--- src/rtl/dmfp_pkg.sv ---
// Package for the DNS message field parser: event kinds, section codes
// and the packed result event type. No dependencies.
package dmfp_pkg;

  typedef logic [3:0] kind_t;
  typedef logic [2:0] sect_t;

  localparam kind_t KIND_ID         = 4'd0;
  localparam kind_t KIND_LABEL_LEN  = 4'd6;
  localparam kind_t KIND_LABEL_BYTE = 4'd7;
  localparam kind_t KIND_NAME_END   = 4'd8;
  localparam kind_t KIND_TYPE       = 4'd9;
  localparam kind_t KIND_CLASS      = 4'd10;
  localparam kind_t KIND_TTL        = 4'd11;
  localparam kind_t KIND_DATA_LEN   = 4'd12;
  localparam kind_t KIND_DATA_BYTE  = 4'd13;
  localparam kind_t KIND_MSG_END    = 4'd14;

  localparam sect_t SEC_HEADER     = 3'd0;
  localparam sect_t SEC_QUESTION   = 3'd1;
  localparam sect_t SEC_ADDITIONAL = 3'd4;

  localparam int NUM_SECTIONS = 4;

  typedef struct packed {
    kind_t       kind;
    sect_t       section;
    logic [15:0] entry_index;
    logic [31:0] value;
    logic        truncated;
    logic        is_last;
  } event_t;

endpackage

--- src/rtl/dns_message_field_parser.sv ---
// DNS message field parser: walks header, questions and resource records
// byte by byte and emits one tagged event per completed field. Uses dmfp_pkg.
// Events are written into a registered result queue; the out_ ports show its oldest entry.
// Throughput: one byte per cycle; a final byte that also completes a field yields two
// result beats into a four-entry queue, and in_stall rises while it holds three or more.
// Reset (rst_n low, synchronous) clears the parse state and the result queue.
module dns_message_field_parser (
  input  logic                clk,
  input  logic                rst_n,
  input  logic                in_valid,
  output logic                in_stall,
  input  logic [7:0]          in_data_byte,
  input  logic                in_final_byte,
  output logic                out_valid,
  input  logic                out_stall,
  output dmfp_pkg::kind_t     out_field_kind,
  output dmfp_pkg::sect_t     out_section,
  output logic [15:0]         out_entry_index,
  output logic [31:0]         out_field_value,
  output logic                out_truncated,
  output logic                out_is_last
);
  import dmfp_pkg::*;

  typedef enum logic [3:0] {
    PH_HEADER, PH_NAME_LEN, PH_LABEL, PH_TYPE, PH_CLASS,
    PH_TTL, PH_DLEN, PH_DATA, PH_DONE
  } phase_t;

  phase_t      phase_r, phase_nxt;
  logic [1:0]  bif_r, bif_nxt;
  logic [31:0] acc_r, acc_nxt;
  logic [2:0]  hwi_r, hwi_nxt;
  logic [15:0] counts_r [NUM_SECTIONS];
  logic [15:0] counts_nxt [NUM_SECTIONS];
  sect_t       sec_r, sec_nxt;
  logic [15:0] entry_r, entry_nxt;
  logic [7:0]  lbl_left_r, lbl_left_nxt;
  logic [7:0]  labels_r, labels_nxt;
  logic [15:0] data_left_r, data_left_nxt;
  logic        complete_r, complete_nxt;

  event_t      fifo_r [4];
  logic [1:0]  wr_ptr_r, rd_ptr_r;
  logic [2:0]  cnt_r;

  logic        in_acc, pop;
  logic        ev0_vld, ev1_vld;
  event_t      ev0, ev1;

  assign in_stall = (cnt_r >= 3'd3);
  assign in_acc   = in_valid && !in_stall;
  assign out_valid = (cnt_r != 3'd0);
  assign pop      = out_valid && !out_stall;

  always_comb begin
    logic [31:0] acc_shift;
    logic [2:0]  hw_m2;
    logic [1:0]  sec_m1;
    logic [15:0] entry_inc;
    logic        next_req;
    logic        enter_req;
    sect_t       enter_from;
    logic        found;
    sect_t       found_sec;

    phase_nxt     = phase_r;
    bif_nxt       = bif_r;
    acc_nxt       = acc_r;
    hwi_nxt       = hwi_r;
    counts_nxt    = counts_r;
    sec_nxt       = sec_r;
    entry_nxt     = entry_r;
    lbl_left_nxt  = lbl_left_r;
    labels_nxt    = labels_r;
    data_left_nxt = data_left_r;
    complete_nxt  = complete_r;
    ev0_vld       = 1'b0;
    ev1_vld       = 1'b0;
    ev0           = '0;
    ev1           = '0;
    acc_shift     = {acc_r[23:0], in_data_byte};
    hw_m2         = hwi_r - 3'd2;
    sec_m1        = 2'(sec_r - 3'd1);
    entry_inc     = entry_r + 16'd1;
    next_req      = 1'b0;
    enter_req     = 1'b0;
    enter_from    = SEC_QUESTION;
    found         = 1'b0;
    found_sec     = SEC_HEADER;

    ev0.section     = sec_r;
    ev0.entry_index = entry_r;

    if (in_acc) begin
      case (phase_r)
        PH_HEADER: begin
          if (bif_r == 2'd1) begin
            bif_nxt         = 2'd0;
            acc_nxt         = 32'd0;
            ev0_vld         = 1'b1;
            ev0.kind        = KIND_ID + kind_t'(hwi_r);
            ev0.section     = SEC_HEADER;
            ev0.entry_index = 16'd0;
            ev0.value       = {16'd0, acc_shift[15:0]};
            if (hwi_r >= 3'd2 && hwi_r <= 3'd5) begin
              counts_nxt[hw_m2[1:0]] = acc_shift[15:0];
            end
            if (hwi_r >= 3'd5) begin
              enter_req  = 1'b1;
              enter_from = SEC_QUESTION;
            end else begin
              hwi_nxt = hwi_r + 3'd1;
            end
          end else begin
            bif_nxt = bif_r + 2'd1;
            acc_nxt = acc_shift;
          end
        end
        PH_NAME_LEN: begin
          ev0_vld = 1'b1;
          if (in_data_byte == 8'd0) begin
            ev0.kind   = KIND_NAME_END;
            ev0.value  = {24'd0, labels_r};
            labels_nxt = 8'd0;
            phase_nxt  = PH_TYPE;
          end else begin
            ev0.kind  = KIND_LABEL_LEN;
            ev0.value = {24'd0, in_data_byte};
            if (labels_r != 8'hFF) begin
              labels_nxt = labels_r + 8'd1;
            end
            lbl_left_nxt = in_data_byte;
            phase_nxt    = PH_LABEL;
          end
        end
        PH_LABEL: begin
          ev0_vld      = 1'b1;
          ev0.kind     = KIND_LABEL_BYTE;
          ev0.value    = {24'd0, in_data_byte};
          lbl_left_nxt = lbl_left_r - 8'd1;
          if (lbl_left_r == 8'd1) begin
            phase_nxt = PH_NAME_LEN;
          end
        end
        PH_TYPE, PH_CLASS, PH_DLEN: begin
          if (bif_r == 2'd1) begin
            bif_nxt   = 2'd0;
            acc_nxt   = 32'd0;
            ev0_vld   = 1'b1;
            ev0.value = {16'd0, acc_shift[15:0]};
            if (phase_r == PH_TYPE) begin
              ev0.kind  = KIND_TYPE;
              phase_nxt = PH_CLASS;
            end else if (phase_r == PH_CLASS) begin
              ev0.kind = KIND_CLASS;
              if (sec_r == SEC_QUESTION) begin
                next_req = 1'b1;
              end else begin
                phase_nxt = PH_TTL;
              end
            end else begin
              ev0.kind      = KIND_DATA_LEN;
              data_left_nxt = acc_shift[15:0];
              if (acc_shift[15:0] == 16'd0) begin
                next_req = 1'b1;
              end else begin
                phase_nxt = PH_DATA;
              end
            end
          end else begin
            bif_nxt = bif_r + 2'd1;
            acc_nxt = acc_shift;
          end
        end
        PH_TTL: begin
          if (bif_r == 2'd3) begin
            bif_nxt   = 2'd0;
            acc_nxt   = 32'd0;
            ev0_vld   = 1'b1;
            ev0.kind  = KIND_TTL;
            ev0.value = acc_shift;
            phase_nxt = PH_DLEN;
          end else begin
            bif_nxt = bif_r + 2'd1;
            acc_nxt = acc_shift;
          end
        end
        PH_DATA: begin
          ev0_vld       = 1'b1;
          ev0.kind      = KIND_DATA_BYTE;
          ev0.value     = {24'd0, in_data_byte};
          data_left_nxt = data_left_r - 16'd1;
          if (data_left_r == 16'd1) begin
            next_req = 1'b1;
          end
        end
        default: begin
          phase_nxt    = PH_DONE;
          complete_nxt = 1'b1;
        end
      endcase

      if (next_req) begin
        if (sec_r < SEC_QUESTION || sec_r > SEC_ADDITIONAL) begin
          phase_nxt    = PH_DONE;
          complete_nxt = 1'b1;
        end else begin
          entry_nxt = entry_inc;
          if (entry_inc >= counts_nxt[sec_m1]) begin
            enter_req  = 1'b1;
            enter_from = sec_r + 3'd1;
          end else begin
            labels_nxt = 8'd0;
            phase_nxt  = PH_NAME_LEN;
          end
        end
      end

      if (enter_req) begin
        for (int i = 1; i <= NUM_SECTIONS; i++) begin
          if (!found && (3'(i) >= enter_from) && counts_nxt[2'(i - 1)] != 16'd0) begin
            found     = 1'b1;
            found_sec = 3'(i);
          end
        end
        if (found) begin
          sec_nxt    = found_sec;
          entry_nxt  = 16'd0;
          labels_nxt = 8'd0;
          phase_nxt  = PH_NAME_LEN;
        end else begin
          phase_nxt    = PH_DONE;
          complete_nxt = 1'b1;
        end
      end

      if (in_final_byte) begin
        ev1_vld       = 1'b1;
        ev1.kind      = KIND_MSG_END;
        ev1.section   = SEC_HEADER;
        ev1.truncated = !complete_nxt;
        ev1.is_last   = 1'b1;
        phase_nxt     = PH_HEADER;
        bif_nxt       = 2'd0;
        acc_nxt       = 32'd0;
        hwi_nxt       = 3'd0;
        for (int j = 0; j < NUM_SECTIONS; j++) begin
          counts_nxt[j] = 16'd0;
        end
        sec_nxt       = SEC_HEADER;
        entry_nxt     = 16'd0;
        lbl_left_nxt  = 8'd0;
        labels_nxt    = 8'd0;
        data_left_nxt = 16'd0;
        complete_nxt  = 1'b0;
      end
    end
  end

  always_ff @(posedge clk) begin
    if (!rst_n) begin
      phase_r     <= PH_HEADER;
      bif_r       <= 2'd0;
      acc_r       <= 32'd0;
      hwi_r       <= 3'd0;
      for (int j = 0; j < NUM_SECTIONS; j++) begin
        counts_r[j] <= 16'd0;
      end
      sec_r       <= SEC_HEADER;
      entry_r     <= 16'd0;
      lbl_left_r  <= 8'd0;
      labels_r    <= 8'd0;
      data_left_r <= 16'd0;
      complete_r  <= 1'b0;
      wr_ptr_r    <= 2'd0;
      rd_ptr_r    <= 2'd0;
      cnt_r       <= 3'd0;
    end else begin
      phase_r     <= phase_nxt;
      bif_r       <= bif_nxt;
      acc_r       <= acc_nxt;
      hwi_r       <= hwi_nxt;
      counts_r    <= counts_nxt;
      sec_r       <= sec_nxt;
      entry_r     <= entry_nxt;
      lbl_left_r  <= lbl_left_nxt;
      labels_r    <= labels_nxt;
      data_left_r <= data_left_nxt;
      complete_r  <= complete_nxt;
      wr_ptr_r    <= wr_ptr_r + 2'(ev0_vld) + 2'(ev1_vld);
      rd_ptr_r    <= rd_ptr_r + 2'(pop);
      cnt_r       <= cnt_r + 3'(ev0_vld) + 3'(ev1_vld) - 3'(pop);
    end
  end

  always_ff @(posedge clk) begin
    if (ev0_vld) begin
      fifo_r[wr_ptr_r] <= ev0;
    end
    if (ev1_vld) begin
      fifo_r[ev0_vld ? wr_ptr_r + 2'd1 : wr_ptr_r] <= ev1;
    end
  end

  assign out_field_kind  = fifo_r[rd_ptr_r].kind;
  assign out_section     = fifo_r[rd_ptr_r].section;
  assign out_entry_index = fifo_r[rd_ptr_r].entry_index;
  assign out_field_value = fifo_r[rd_ptr_r].value;
  assign out_truncated   = fifo_r[rd_ptr_r].truncated;
  assign out_is_last     = fifo_r[rd_ptr_r].is_last;

endmodule

--- config.mk ---
export PLATFORM = sky130hd
export DESIGN_NAME = dns_message_field_parser
export DESIGN_NICKNAME = d
export VERILOG_FILES = /design/src/rtl/dmfp_pkg.sv /design/src/rtl/dns_message_field_parser.sv
export SDC_FILE = /design/constraint.sdc
export NUM_CORES = 1
export LEC_CHECK = 0
export ABC_AREA = 1
export BUFFER_PORTS_ARGS = -buffer_cell sky130_fd_sc_hd__buf_2
export CORE_AREA = 2 2 238 240
export CTS_CLUSTER_SIZE = 28
export DETAILED_ROUTE_END_ITERATION = 7
export DIE_AREA = 0 0 240 242
export MAX_ROUTING_LAYER = met4
export PLACE_DENSITY = 0.58
export SYNTH_ARGS = -nofsm -noshare
export SYNTH_HDL_FRONTEND = slang
export SYNTH_SLANG_ARGS = --single-unit
export TNS_END_PERCENT = 30
--- constraint.sdc ---
create_clock -name clk -period 5.5 [get_ports clk]
set_input_delay 0 -clock clk [delete_from_list [all_inputs] [get_ports clk]]
set_output_delay 0 -clock clk [all_outputs]
set_load 0.005 [all_outputs]
## Word-level counts from Yosys, hierarchy flattened

Memory sizes are Yosys's and may differ from the RTL's. A register that Yosys moved wholly into a read port is not among the register bits.
Index checks and enable logic that the tools add are counted.

- Input port bits: 13
- Bits in registers: 156
- Memories: 1
- RAM bits: 228

- Reduce and logical (&&, ||, !) cells: 36
- $lt $le $gt $ge: 12
- Bitwise gates (word level): 2
- Add/sub/neg operators: 16
- Multiplexer cells: 126
- Equality and inequality tests: 18

Memory list:

| name | words | width | read ports | clocked after Yosys merged registers in | wr ports | line | RTL |
|---|---|---|---|---|---|---|---|
| fifo_r | 4 | 57 | 1 | 1 | 2 | dns_message_field_parser.sv:43 | `event_t fifo_r [4];` |

Operators by type and width:

| operator | number |
|---|---|
| 64-bit two-way mux | 5 |
| 16-bit two-way mux | 13 |
| 32-bit case mux with 5 select lines | 1 |
| 8-bit two-way mux | 12 |
| 24-bit two-way mux | 3 |
| 64-bit bitwise mux | 1 |
| 4-bit two-way mux | 16 |
| 55-bit two-way mux | 1 |
| 54-bit two-way mux | 1 |
| 24-bit case mux with 2 select lines | 1 |
| 3-bit two-way mux | 14 |
| 1-bit two-way mux | 38 |
| 16-bit binary-select mux with 2-bit select | 1 |
| 16-bit demux with 2-bit select | 1 |
| 32-bit two-way mux | 1 |
| 16-bit case mux with 2 select lines | 1 |
| 16-bit nonzero test | 2 |
| 4-bit case mux with 6 select lines | 1 |
| 4-bit case mux with 5 select lines | 1 |
| 19-bit two-way mux | 1 |
| 16-bit by 1-bit adder with 16-bit output (second input constant) | 1 |
| 16-bit by 1-bit == test with 1-bit output (second input constant) | 1 |
| 4-bit by 3-bit == test with 1-bit output (second input constant) | 4 |
| 16-bit >= comparator | 1 |
| other kinds (49) | 88 |

## Depth between registers and ports, before layout

Gate-level depths: netlist of the first run.

- Depth after elaboration: 36
- Gate-level depth with buffers: 30

## Worst setup path after synthesis of the first run

OpenSTA, ideal clock, no wires.

- Path type: register -> register
- Start point: register hwi_r[1]
- End point: register entry_r[13]
- Arrival time: 3418 ps
- Library setup time: 117 ps
- Buffers on the path: 2
- Clock period less this slack: 3535 ps
- Slack: 1965 ps
- Stages on the path, launching flop included: 28
- Data required time: 5383 ps
- Path through: dfxtp_1 -> inv_1 -> ha_1 -> inv_1 -> nand2_1 -> nor2_1 -> nor2_2 -> nand2_1 -> nor2_1 -> clkbuf_1 -> nand2_1 -> o21ai_0 -> nand2_1 -> a31oi_1 -> ha_1 -> nand2_1 -> inv_1 -> o21bai_1 -> a21oi_1 -> nor2_1 -> nand2_1 -> o2111ai_1 -> nand2_2 -> nand3_2 -> nand3_2 -> nand2_4 -> buf_6 -> nor2_2

- Cells in the longest elaborated chain, start to end: 33
- Elaborated cells on any way between the ends: 48
- Those cells by class: 1 x add/sub; 8 x order compare; 30 x mux; 1 x bitwise; 8 x reduce/logical

Ends and longest elaborated chain:

| what | line | RTL |
|---|---|---|
| from (decl) | dns_message_field_parser.sv:33 | `logic [2:0] hwi_r, hwi_nxt;` |
| from (signal assigned) | dns_message_field_parser.sv:283 | `hwi_r <= hwi_nxt;` |
| 2-bit subtractor | dns_message_field_parser.sv:83 | `hw_m2 = hwi_r - 3'd2;` |
| 2-bit NOT with 3-bit output (not written as such) | dns_message_field_parser.sv:107 | `counts_nxt[hw_m2[1:0]] = acc_shift[15:0];` |
| 3-bit >= comparator (not written as such) / 3-bit by 1-bit less-than comparator with 1-bit output (equally long branches) | dns_message_field_parser.sv:107 |  |
| 1-bit logical AND (not written as such) | dns_message_field_parser.sv:107 |  |
| 16-bit two-way mux (not written as such) | dns_message_field_parser.sv:107 |  |
| 16-bit demux with 2-bit select | dns_message_field_parser.sv:107 |  |
| 64-bit bitwise mux | dns_message_field_parser.sv:107 |  |
| 64-bit two-way mux | dns_message_field_parser.sv:106 | `if (hwi_r >= 3'd2 && hwi_r <= 3'd5) begin` |
| (+16 left out) | n/a |  |
| 1-bit logical NOT | dns_message_field_parser.sv:222 | `if (!found && (3'(i) >= enter_from) && counts_nxt[2'(i - 1)] != 16'd0) begin` |
| 1-bit logical AND (2 in a row) | dns_message_field_parser.sv:222 |  |
| 1-bit two-way mux | dns_message_field_parser.sv:222 |  |
| 1-bit two-way mux | dns_message_field_parser.sv:220 | `if (enter_req) begin` |
| 1-bit two-way mux | dns_message_field_parser.sv:95 | `if (in_acc) begin` |
| 16-bit two-way mux | dns_message_field_parser.sv:227 | `if (found) begin` |
| 16-bit two-way mux (*) | dns_message_field_parser.sv:220 |  |
| 16-bit two-way mux (*) | dns_message_field_parser.sv:238 | `if (in_final_byte) begin` |
| to (signal assigned) | dns_message_field_parser.sv:286 | `entry_r <= entry_nxt;` |
| to (decl) | dns_message_field_parser.sv:37 | `logic [15:0] entry_r, entry_nxt;` |

Mark *: on every way between the ends. The rest lies on a longest branch, timed or not. The select of a mux whose other input is x is not followed.
A chain may end at the register's enable or synchronous reset.

## Final worst setup path of the first run

- Start point: register bif_r[0]
- End point: register sec_r[0]

- Cells in the longest elaborated chain, start to end: 25
- Elaborated cells on any way between the ends: 43
- Those cells by class: 3 x order compare; 1 x eq/ne; 30 x mux; 9 x reduce/logical

Ends and longest elaborated chain:

| what | line | RTL |
|---|---|---|
| from (decl) | dns_message_field_parser.sv:31 | `logic [1:0] bif_r, bif_nxt;` |
| from (signal assigned) | dns_message_field_parser.sv:281 | `bif_r <= bif_nxt;` |
| 2-bit by 1-bit == test with 1-bit output (*) | dns_message_field_parser.sv:98, dns_message_field_parser.sv:147 |  |
| 64-bit two-way mux | dns_message_field_parser.sv:98 | `if (bif_r == 2'd1) begin` |
| 64-bit two-way mux | dns_message_field_parser.sv:96 | `case (phase_r)` |
| 64-bit two-way mux | dns_message_field_parser.sv:95 |  |
| 16-bit binary-select mux with 2-bit select | dns_message_field_parser.sv:210 | `if (entry_inc >= counts_nxt[sec_m1]) begin` |
| 16-bit two-way mux (not written as such) (2 in a row) | dns_message_field_parser.sv:210 |  |
| 16-bit >= comparator | dns_message_field_parser.sv:210 |  |
| 3-bit two-way mux | dns_message_field_parser.sv:210 |  |
| (+7 left out) | n/a |  |
| 1-bit two-way mux | dns_message_field_parser.sv:95 |  |
| 1-bit logical NOT | dns_message_field_parser.sv:222 |  |
| 1-bit logical AND (2 in a row) | dns_message_field_parser.sv:222 |  |
| 1-bit two-way mux | dns_message_field_parser.sv:222 |  |
| 1-bit two-way mux | dns_message_field_parser.sv:220 |  |
| 1-bit two-way mux | dns_message_field_parser.sv:95 |  |
| 2-bit nonzero test (no line) | n/a |  |
| 3-bit AND reduction (no line) | n/a |  |
| to (signal assigned) | dns_message_field_parser.sv:285 | `sec_r <= sec_nxt;` |
| to (decl) | dns_message_field_parser.sv:36 | `sect_t sec_r, sec_nxt;` |

Marked as above.

==> metrics.txt, run 1 <==
hold_ws about 0.077 ns; Hold Crit Class input port to flip-flop; CP required 5.95 ns; Worst Setup End Kind flip-flop; relative slew slack 0.275; fillcell total 5,923; Seq/Total Area, Yosys 0.403; initial core utilization 0.347; Worst-Margin Slew around 1.1 ns; Synth Cell Area a little under 20,000 µm²; hold path cells 5; first-pass GRT wire length ~100 mm; fraction of layout cells with a size suffix above 1 0.0955; CP arrival slightly below 5 ns; post-DP HPWL ~43 mm; ANT nets after route 0; Critical Path Start bif_r[0]$_SDFFE_PN0P_; Max-Cap Viols 0; Avg Inst Size Synth 6.91 µm²; largest net degree at the start of global routing 92; flop2flop setup slack a little over 1 ns; Reg-to-Reg End sec_r[0]$_SDFFE_PN0P_; Avg WL per Cell about 18 µm; port buffer count 70; Sink Count 379; Yosys warning total 0; Detailed Route Iter0 Violations between 1,500 and 2,000; final wirelength approximately 66 mm; Pins Over Slew Limit 0; Worst Path Max Fanout 21; async set-reset flop share out of synthesis 0; P_leak 0.00830 µW; area leader, netlist dfxtp_1; Cell Pwr Density roughly 380 nW/µm²; DRT Pass-1 Iters 6; Boundary Pins between 70 and 80; Total GRT Usage 0.229; routed vias between 15,000 and 20,000; drt via density 5.32; Final Util 0.388; DRC viols 0; final worst path period share 0.814; CTS tree done; Synth top area share 0.372; # nets final 2,836; Yosys reg bits approximately 380; Main synth FF type dfxtp_1; DIE HEIGHT about 240 µm; Post-Layout Cell Count approximately 3,600; area of the multi-input gates between 9000 and 10,000 µm²; Max H-tree Level 2; Reg area 7790 µm²; Root Driver clkbuf_16; Worst-path clk slew around 0.060 ns; global route total overflow 0; post-synthesis cell type count 49; antenna cells 0; Post-synth EDFFs 20; R2R Path Start bif_r[0]$_SDFFE_PN0P_; Area Growth Syn to Fin 12.0%; core region area 55,700 µm²; # placed instances between 3,000 and 4,000; Num CTS Buffers 45; CP Launch Type flip-flop; vias in the first global route around 18,000; worst reg-to-reg path cell count 23; Placer Congestion 0.905; die area between 50,000 and 60,000 µm²; Fin Setup TNS 0 ns; fin crit period between 4 and 5 ns; Longest Clk Path Bufs 3; antenna violations before repair 0; CP endpoint sec_r[0]$_SDFFE_PN0P_; WS Path Type flip-flop to flip-flop; Skew-Pair Late Insertion Delay 0.59 ns; Die Width 240 µm; Synth area leaders dfxtp_1 (37%), nand2_1 (15%), a21oi_1 (9.0%), o21ai_0 (6.2%), nor2_1 (5.3%); Synth Net Count 2,850; HP Start in_valid; gate count of the mapped netlist 2,795; worst vdd ir between 200 and 250 µV; FP Rows 87; worst clock skew 0.0193 ns; unrepaired setup endpoints after global routing no; status completed; setup violators final 0; Final Hold Viols 0; achievable frequency about 220 MHz
==> sequential cells by signal (all words and copies together) (netlist names) <==
signal       flops
complete_r       1
wr_ptr_r         2
entry_r         16
rd_ptr_r         2
cnt_r            3
counts_r        64
hwi_r            3
phase_r          4
acc_r           24
lbl_left_r       8
fifo_r         224
bif_r            2
data_left_r     16
sec_r            2
labels_r         8
==> metal layers <==
metal,vias up,wire [µm],global-route usage
met1,9036,30100,0.309
met5,-,0,-
li1,9190,-,-
met4,0,1880,0.0720
met2,651,30000,0.356
met3,120,4040,0.0299
==> where the power goes <==
group | internal, µW | switching [µW] | leakage (µW)
Combinational | 664 | 1570 | 0.00449
Clock | 1750 | 1260 | 0.000733
Sequential | 2910 | 135 | 0.00308
Total | 5330 | 2970 | 0.00830
==> synth_stat cells (25+ instances only) <==
| cell type | count |
|---|---|
| nand3_1 | 108 |
| nor2_1 | 271 |
| buf_2 | 37 |
| dfxtp_1 | 359 |
| nand2_1 | 752 |
| ha_1 | 39 |
| xor2_1 | 25 |
| clkbuf_1 | 116 |
| o21ai_0 | 239 |
| a21oi_1 | 347 |
| inv_1 | 180 |
| o22ai_1 | 75 |
==> critical path, stage by stage (launching register included) <==
cell      delay (ns)
dfxtp_1         0.37
ha_1            0.33
nand3_2         0.29
inv_2           0.20
nand2_1         0.45
inv_1           0.38
nor2_1          0.07
a21oi_1         0.18
o21ai_0         0.10
a21oi_1         0.16
a21oi_1         0.06
ha_1            0.30
nand2_1         0.07
o21bai_1        0.15
a21oi_1         0.13
nor2_1          0.07
nand2_1         0.13
nand2_1         0.07
nand2_1         0.13
inv_1           0.09
nand2_1         0.10
nand3_2         0.14
nand2_4         0.26
o21bai_1        0.10
==> cell type report <==
cell class / instances / area share
multi-input combinational: 2040 / 0.459
sequential: 379 / 0.360
clock buffer: 62 / 0.0597
tap: 756 / 0.0437
timing repair buffer: 119 / 0.0345
inverter: 196 / 0.0342
clock inverter: 20 / 0.00885
==> through the flow <==
step | area, µm² | worst slack, ns | power [µW]
final | 21600 | 1.02 | 8290
after global routing | 21600 | 0.445 | 8700
after CTS | 21600 | 1.11 | 8330
after detailed placement | 20000 | 1.13 | 5310
after global placement | 20000 | 1.19 | 5290
after floorplan | 19300 | 1.97 | 4500
==> cells in the final DEF, fill, tap and decap left out, types with 9 or more instances in the layout <==
cell           count
a211oi_1          15
or2_2             16
o2111ai_1         11
nand2_1          748
nand4_1           11
a31oi_1           19
nand3_1          108
buf_2             70
clkinv_2          11
buf_4             38
o22ai_1           75
o21ai_0          239
clkbuf_16         46
dlygate4sd3_1     11
inv_2             11
a21oi_1          347
nand2_2            9
ha_1              39
inv_1            179
nor2_2            13
nor3_1            17
a21oi_2           13
edfxtp_1          20
dfxtp_1          357
o211ai_1          13
nor2_1           270
xor2_1            25
==> what timing repair did <==
action / in CTS / in global routing
gates resized for setup: 0 / 0
hold buffers: 11 / 0
setup buffers: 0 / 0
endpoints found under the hold margin: 47 / 0
==> cell families (layout without fill, tap and decap cells) <==
family,count (synthesis),count (layout),synth area share
XOR/XNOR,29,29,0.0141
buffers and inverters,376,397,0.0841
other,1,1,0.000194
adder cells (fa/ha/maj),42,42,0.0284
AND/OR/NAND/NOR,1222,1222,0.261
AO/OA/AOI/OAI,746,746,0.209
flip-flops,379,379,0.403
==> worst min path at each step <==
stage | to
floorplan | acc_r[1]$_SDFFE_PN0P_
global placement | acc_r[7]$_SDFFE_PN0P_
detailed placement | acc_r[7]$_SDFFE_PN0P_
CTS | labels_r[1]$_SDFFE_PN0P_
global route | labels_r[1]$_SDFFE_PN0P_
finish | labels_r[1]$_SDFFE_PN0P_
No activity file was read; power rests on OpenSTA's default activity.
==> run 2: changes to the inputs <==
--- a/config.mk
+++ b/config.mk
@@ -5,12 +5,12 @@
 export SDC_FILE = /design/constraint.sdc
 export NUM_CORES = 1
 export LEC_CHECK = 0
-export ABC_AREA = 1
+export ABC_AREA = 0
 export BUFFER_PORTS_ARGS = -buffer_cell sky130_fd_sc_hd__buf_2
-export CORE_AREA = 2 2 238 240
+export CORE_AREA = 2 2 233 235
 export CTS_CLUSTER_SIZE = 28
 export DETAILED_ROUTE_END_ITERATION = 7
-export DIE_AREA = 0 0 240 242
+export DIE_AREA = 0 0 235 237
 export MAX_ROUTING_LAYER = met4
 export PLACE_DENSITY = 0.58
 export SYNTH_ARGS = -nofsm -noshare
==> constraint.sdc (replaced) <==
create_clock -name clk -period 4.5 [get_ports clk]
set_input_delay 0 -clock clk [delete_from_list [all_inputs] [get_ports clk]]
set_output_delay 0 -clock clk [all_outputs]
set_load 0.005 [all_outputs]
==> run 2 against run 1 <==
Compared with the run above: die area down 4.1%; non-clock buffer count grew 41; total power up 13%; clock power is 22% higher; worst hold slack got worse by 0.056 ns; synthesized cell count down 22%; critical path depth down 3; core utilization up 0.89 points; sequential share of layout area up 0.82 points; fmax increased by 3.1%; largest power group unchanged.
==> metrics.txt, run 2 <==
Max H-tree Level 2; hold path endpoint labels_r[1]$_SDFFE_PN0P_; Reg-to-Reg End fifo_r[2][1]$_DFFE_PP_; Reg area approximately 7800 µm²; Worst-Margin Slew 1.37 ns; R2R Path Start hwi_r[0]$_SDFFE_PN0P_; worst vdd ir between 200 and 250 µV; ANT nets after route 0; die area about 56,000 µm²; Critical Path Max Stage Delay about 0.35 ns; core region area between 50,000 and 60,000 µm²; Sink Count around 380; final instance area between 20,000 and 25,000 µm²; P_leak just under 0.008 µW; Synth Net Count 2,228; FP Rows 85; Cell Chain, Critical Path buf_4, ha_1, nand2b_4, o2111a_1, nand2_2, mux2_2, buf_12, nor2_1, or3_1, o31a_1, ha_1, a211oi_1, nor2_1, a2111oi_2, buf_4, o21a_1, o22ai_2, a2111oi_4, buf_4, and3_1; Synth Area in XOR/XNOR 0.0172; DRC viols 0; CP max-delay cell or3_1; Total GRT Usage 0.211; Longest Clk Path Bufs 3; Yosys reg bits between 300 and 400; Largest regs fifo_r x224, counts_r x64, acc_r x24; max reg flops 224; drt via density between 5 and 6; flop2flop setup slack around 0.16 ns; initial core utilization 0.345; relative slew slack 0.0822; first-pass GRT wire length 91.6 mm; Commonest cells post-synth dfxtp_1 (359), nand2_1 (339), nor2_1 (276); Synth top area share 0.391; simple logic cell fraction of the synthesized area 0.225; Detailed Route Iter0 Violations 1,255; CP required approximately 5 ns; multiplexer share of the synthesized area 0.0716; fillcell total approximately 5,300; met2 Usage GRT 0.340; postcts setup bufs 0; Boundary Pins roughly 70; Post-synth EDFFs 20; Cell Pwr Density 443 nW/µm²; cell with the most instances after synthesis dfxtp_1; status completed; commonest non-fill, non-tap cell in the layout dfxtp_1; Num CTS Buffers 42; Final Hold Viols 0; final wirelength 58.6 mm; GR Util met1 0.271; CTS tree done; Compound-Gate Fraction of Synth Area 0.185; Avg WL per Cell 20.0 µm; Avg Inst Size Synth 8.45 µm²; Skew-Pair Late Insertion Delay ~0.58 ns; Root Driver clkbuf_16; met3 Use GR 0.0307; async set-reset flop share out of synthesis 0; final worst path period share 0.965; register with the most flip-flops fifo_r; area of the multi-input gates between 9000 and 10,000 µm²; Synth area leaders dfxtp_1 (39%), nand2_1 (6.9%), mux4_2 (6.9%), a21oi_1 (6.6%), nor2_1 (5.6%); Worst Setup End Kind flip-flop; crit-path leading delay family compound AO/OA/AOI/OAI gates; HP Start in_valid; Adder-Cell Fraction of Synth Area 0.0299; achievable frequency between 200 and 250 MHz; Yosys warning total 0; Seq/Total Area, Yosys 0.424; Area Growth Syn to Fin 15.3%; gate count of the mapped netlist around 2,200; CP arrival roughly 4.8 ns; global route total overflow 0; DIE HEIGHT about 240 µm; Worst Path Max Fanout 16; WS Path Type flip-flop to flip-flop; CP Launch Type flip-flop; Fin Setup TNS 0 ns; post-DP HPWL roughly 40 mm; largest net degree at the start of global routing roughly 70; commonest cells after routing, fill and taps aside dfxtp_1 (356), nand2_1 (333), nor2_1 (276); # nets final between 2,000 and 2,500; port buffer count 70; post-synthesis cell type count 82; fraction of layout cells with a size suffix above 1 0.150; antenna violations before repair 0; antenna cells 0; Hold Crit Class input port to flip-flop; largest family of logic cells by synthesized area simple AND/OR/NAND/NOR gates; Worst-path clk slew approximately 0.06 ns; worst clock skew roughly 0.009 ns; hold path cells 5; Buf+Inv Stages, Crit Path 4; DRT Pass-1 Iters 5; Die Width approximately 240 µm; Pins Over Slew Limit 0; vias in the first global route ~16,000; worst reg-to-reg path cell count 20; Placer Congestion 0.915; area leader, netlist dfxtp_1; setup violators final 0; Main synth FF type dfxtp_1; fin crit period roughly 4.3 ns; GR peak layer met2; Pwr Total between 9000 and 10,000 µW; Max-Cap Viols 0; placed cell area 19,500 µm²; routed vias 16,500; Synth Cell Area roughly 18,000 µm²; crit-path most repeated cell buf_4
-- run 2: final cells by class --
class,instances,area share
clock buffer,62,0.0595
clock inverter,10,0.00946
inverter,29,0.00520
multi-input combinational,1591,0.465
sequential,379,0.368
tap,696,0.0412
timing repair buffer,160,0.0516
-- run 2: worst max-delay path by stage --
stage                               start                      to  cells after the start
floorplan           sec_r[0]$_SDFFE_PN0P_  fifo_r[1][1]$_DFFE_PP_                     19
global placement    hwi_r[0]$_SDFFE_PN0P_  fifo_r[1][1]$_DFFE_PP_                     20
detailed placement  hwi_r[0]$_SDFFE_PN0P_  fifo_r[3][1]$_DFFE_PP_                     20
CTS                 hwi_r[0]$_SDFFE_PN0P_  fifo_r[3][1]$_DFFE_PP_                     20
global route        hwi_r[0]$_SDFFE_PN0P_  fifo_r[3][1]$_DFFE_PP_                     20
finish              hwi_r[0]$_SDFFE_PN0P_  fifo_r[2][1]$_DFFE_PP_                     20
-- run 2: through the flow --
stage | instances | utilization | hold WS (ns) | setup slack [ns]
3_5_place_dp | 2845 | 0.366 | 0.442 | -0.0647
4_1_cts | 2927 | 0.395 | 0.000699 | 0.0143
2_1_floorplan | 2173 | - | 0.152 | 0.0648
5_1_grt | 2927 | 0.397 | 0.0382 | -0.0118
6_report | 2927 | 0.397 | 0.0203 | 0.158
3_3_place_gp | 2845 | 0.366 | 0.439 | -0.0350
-- run 2: cells by family (layout without fill, tap and decap cells) --
kind of cell | after synthesis | after routing
other | 1 | 1
flip-flops | 379 | 379
AO/OA/AOI/OAI | 542 | 542
buffers and inverters | 203 | 261
adder cells (fa/ha/maj) | 42 | 42
AND/OR/NAND/NOR | 909 | 909
multiplexers | 61 | 61
XOR/XNOR | 36 | 36
-- run 2: per-layer routing --
metal / vias to the layer above / routed length [µm] / share of wire
met5: - / 0 / 0
met2: 554 / 27500 / 0.47
met4: 0 / 1760 / 0.030
met3: 124 / 3470 / 0.059
met1: 8047 / 25900 / 0.44
li1: 7771 / - / -
-- run 2: power by group --
group | switching, µW | internal (µW) | leakage [µW]
Combinational | 1210 | 681 | 0.00396
Sequential | 178 | 3620 | 0.00309
Clock | 1460 | 2220 | 0.000710
Total | 2850 | 6520 | 0.00777
-- run 2: worst reg2reg max path: stages (launching register included) --
cell and delay (ns):
dfxtp_2 0.32, buf_4 0.15, ha_1 0.22, nand2b_4 0.16
o2111a_1 0.29, nand2_2 0.11, mux2_2 0.18, buf_12 0.15
nor2_1 0.05, or3_1 0.35, o31a_1 0.12, ha_1 0.31
a211oi_1 0.23, nor2_1 0.10, a2111oi_2 0.33, buf_4 0.18
o21a_1 0.18, o22ai_2 0.13, a2111oi_4 0.31, buf_4 0.18
and3_1 0.15
-- run 2: timing repair --
item,4_1_cts,5_1_grt
endpoints found under the hold margin,26,0
endpoints found under the setup margin,11,31
cloned,0,0
hold buffers,10,0
resized for setup,1,19
pin swaps,1,4
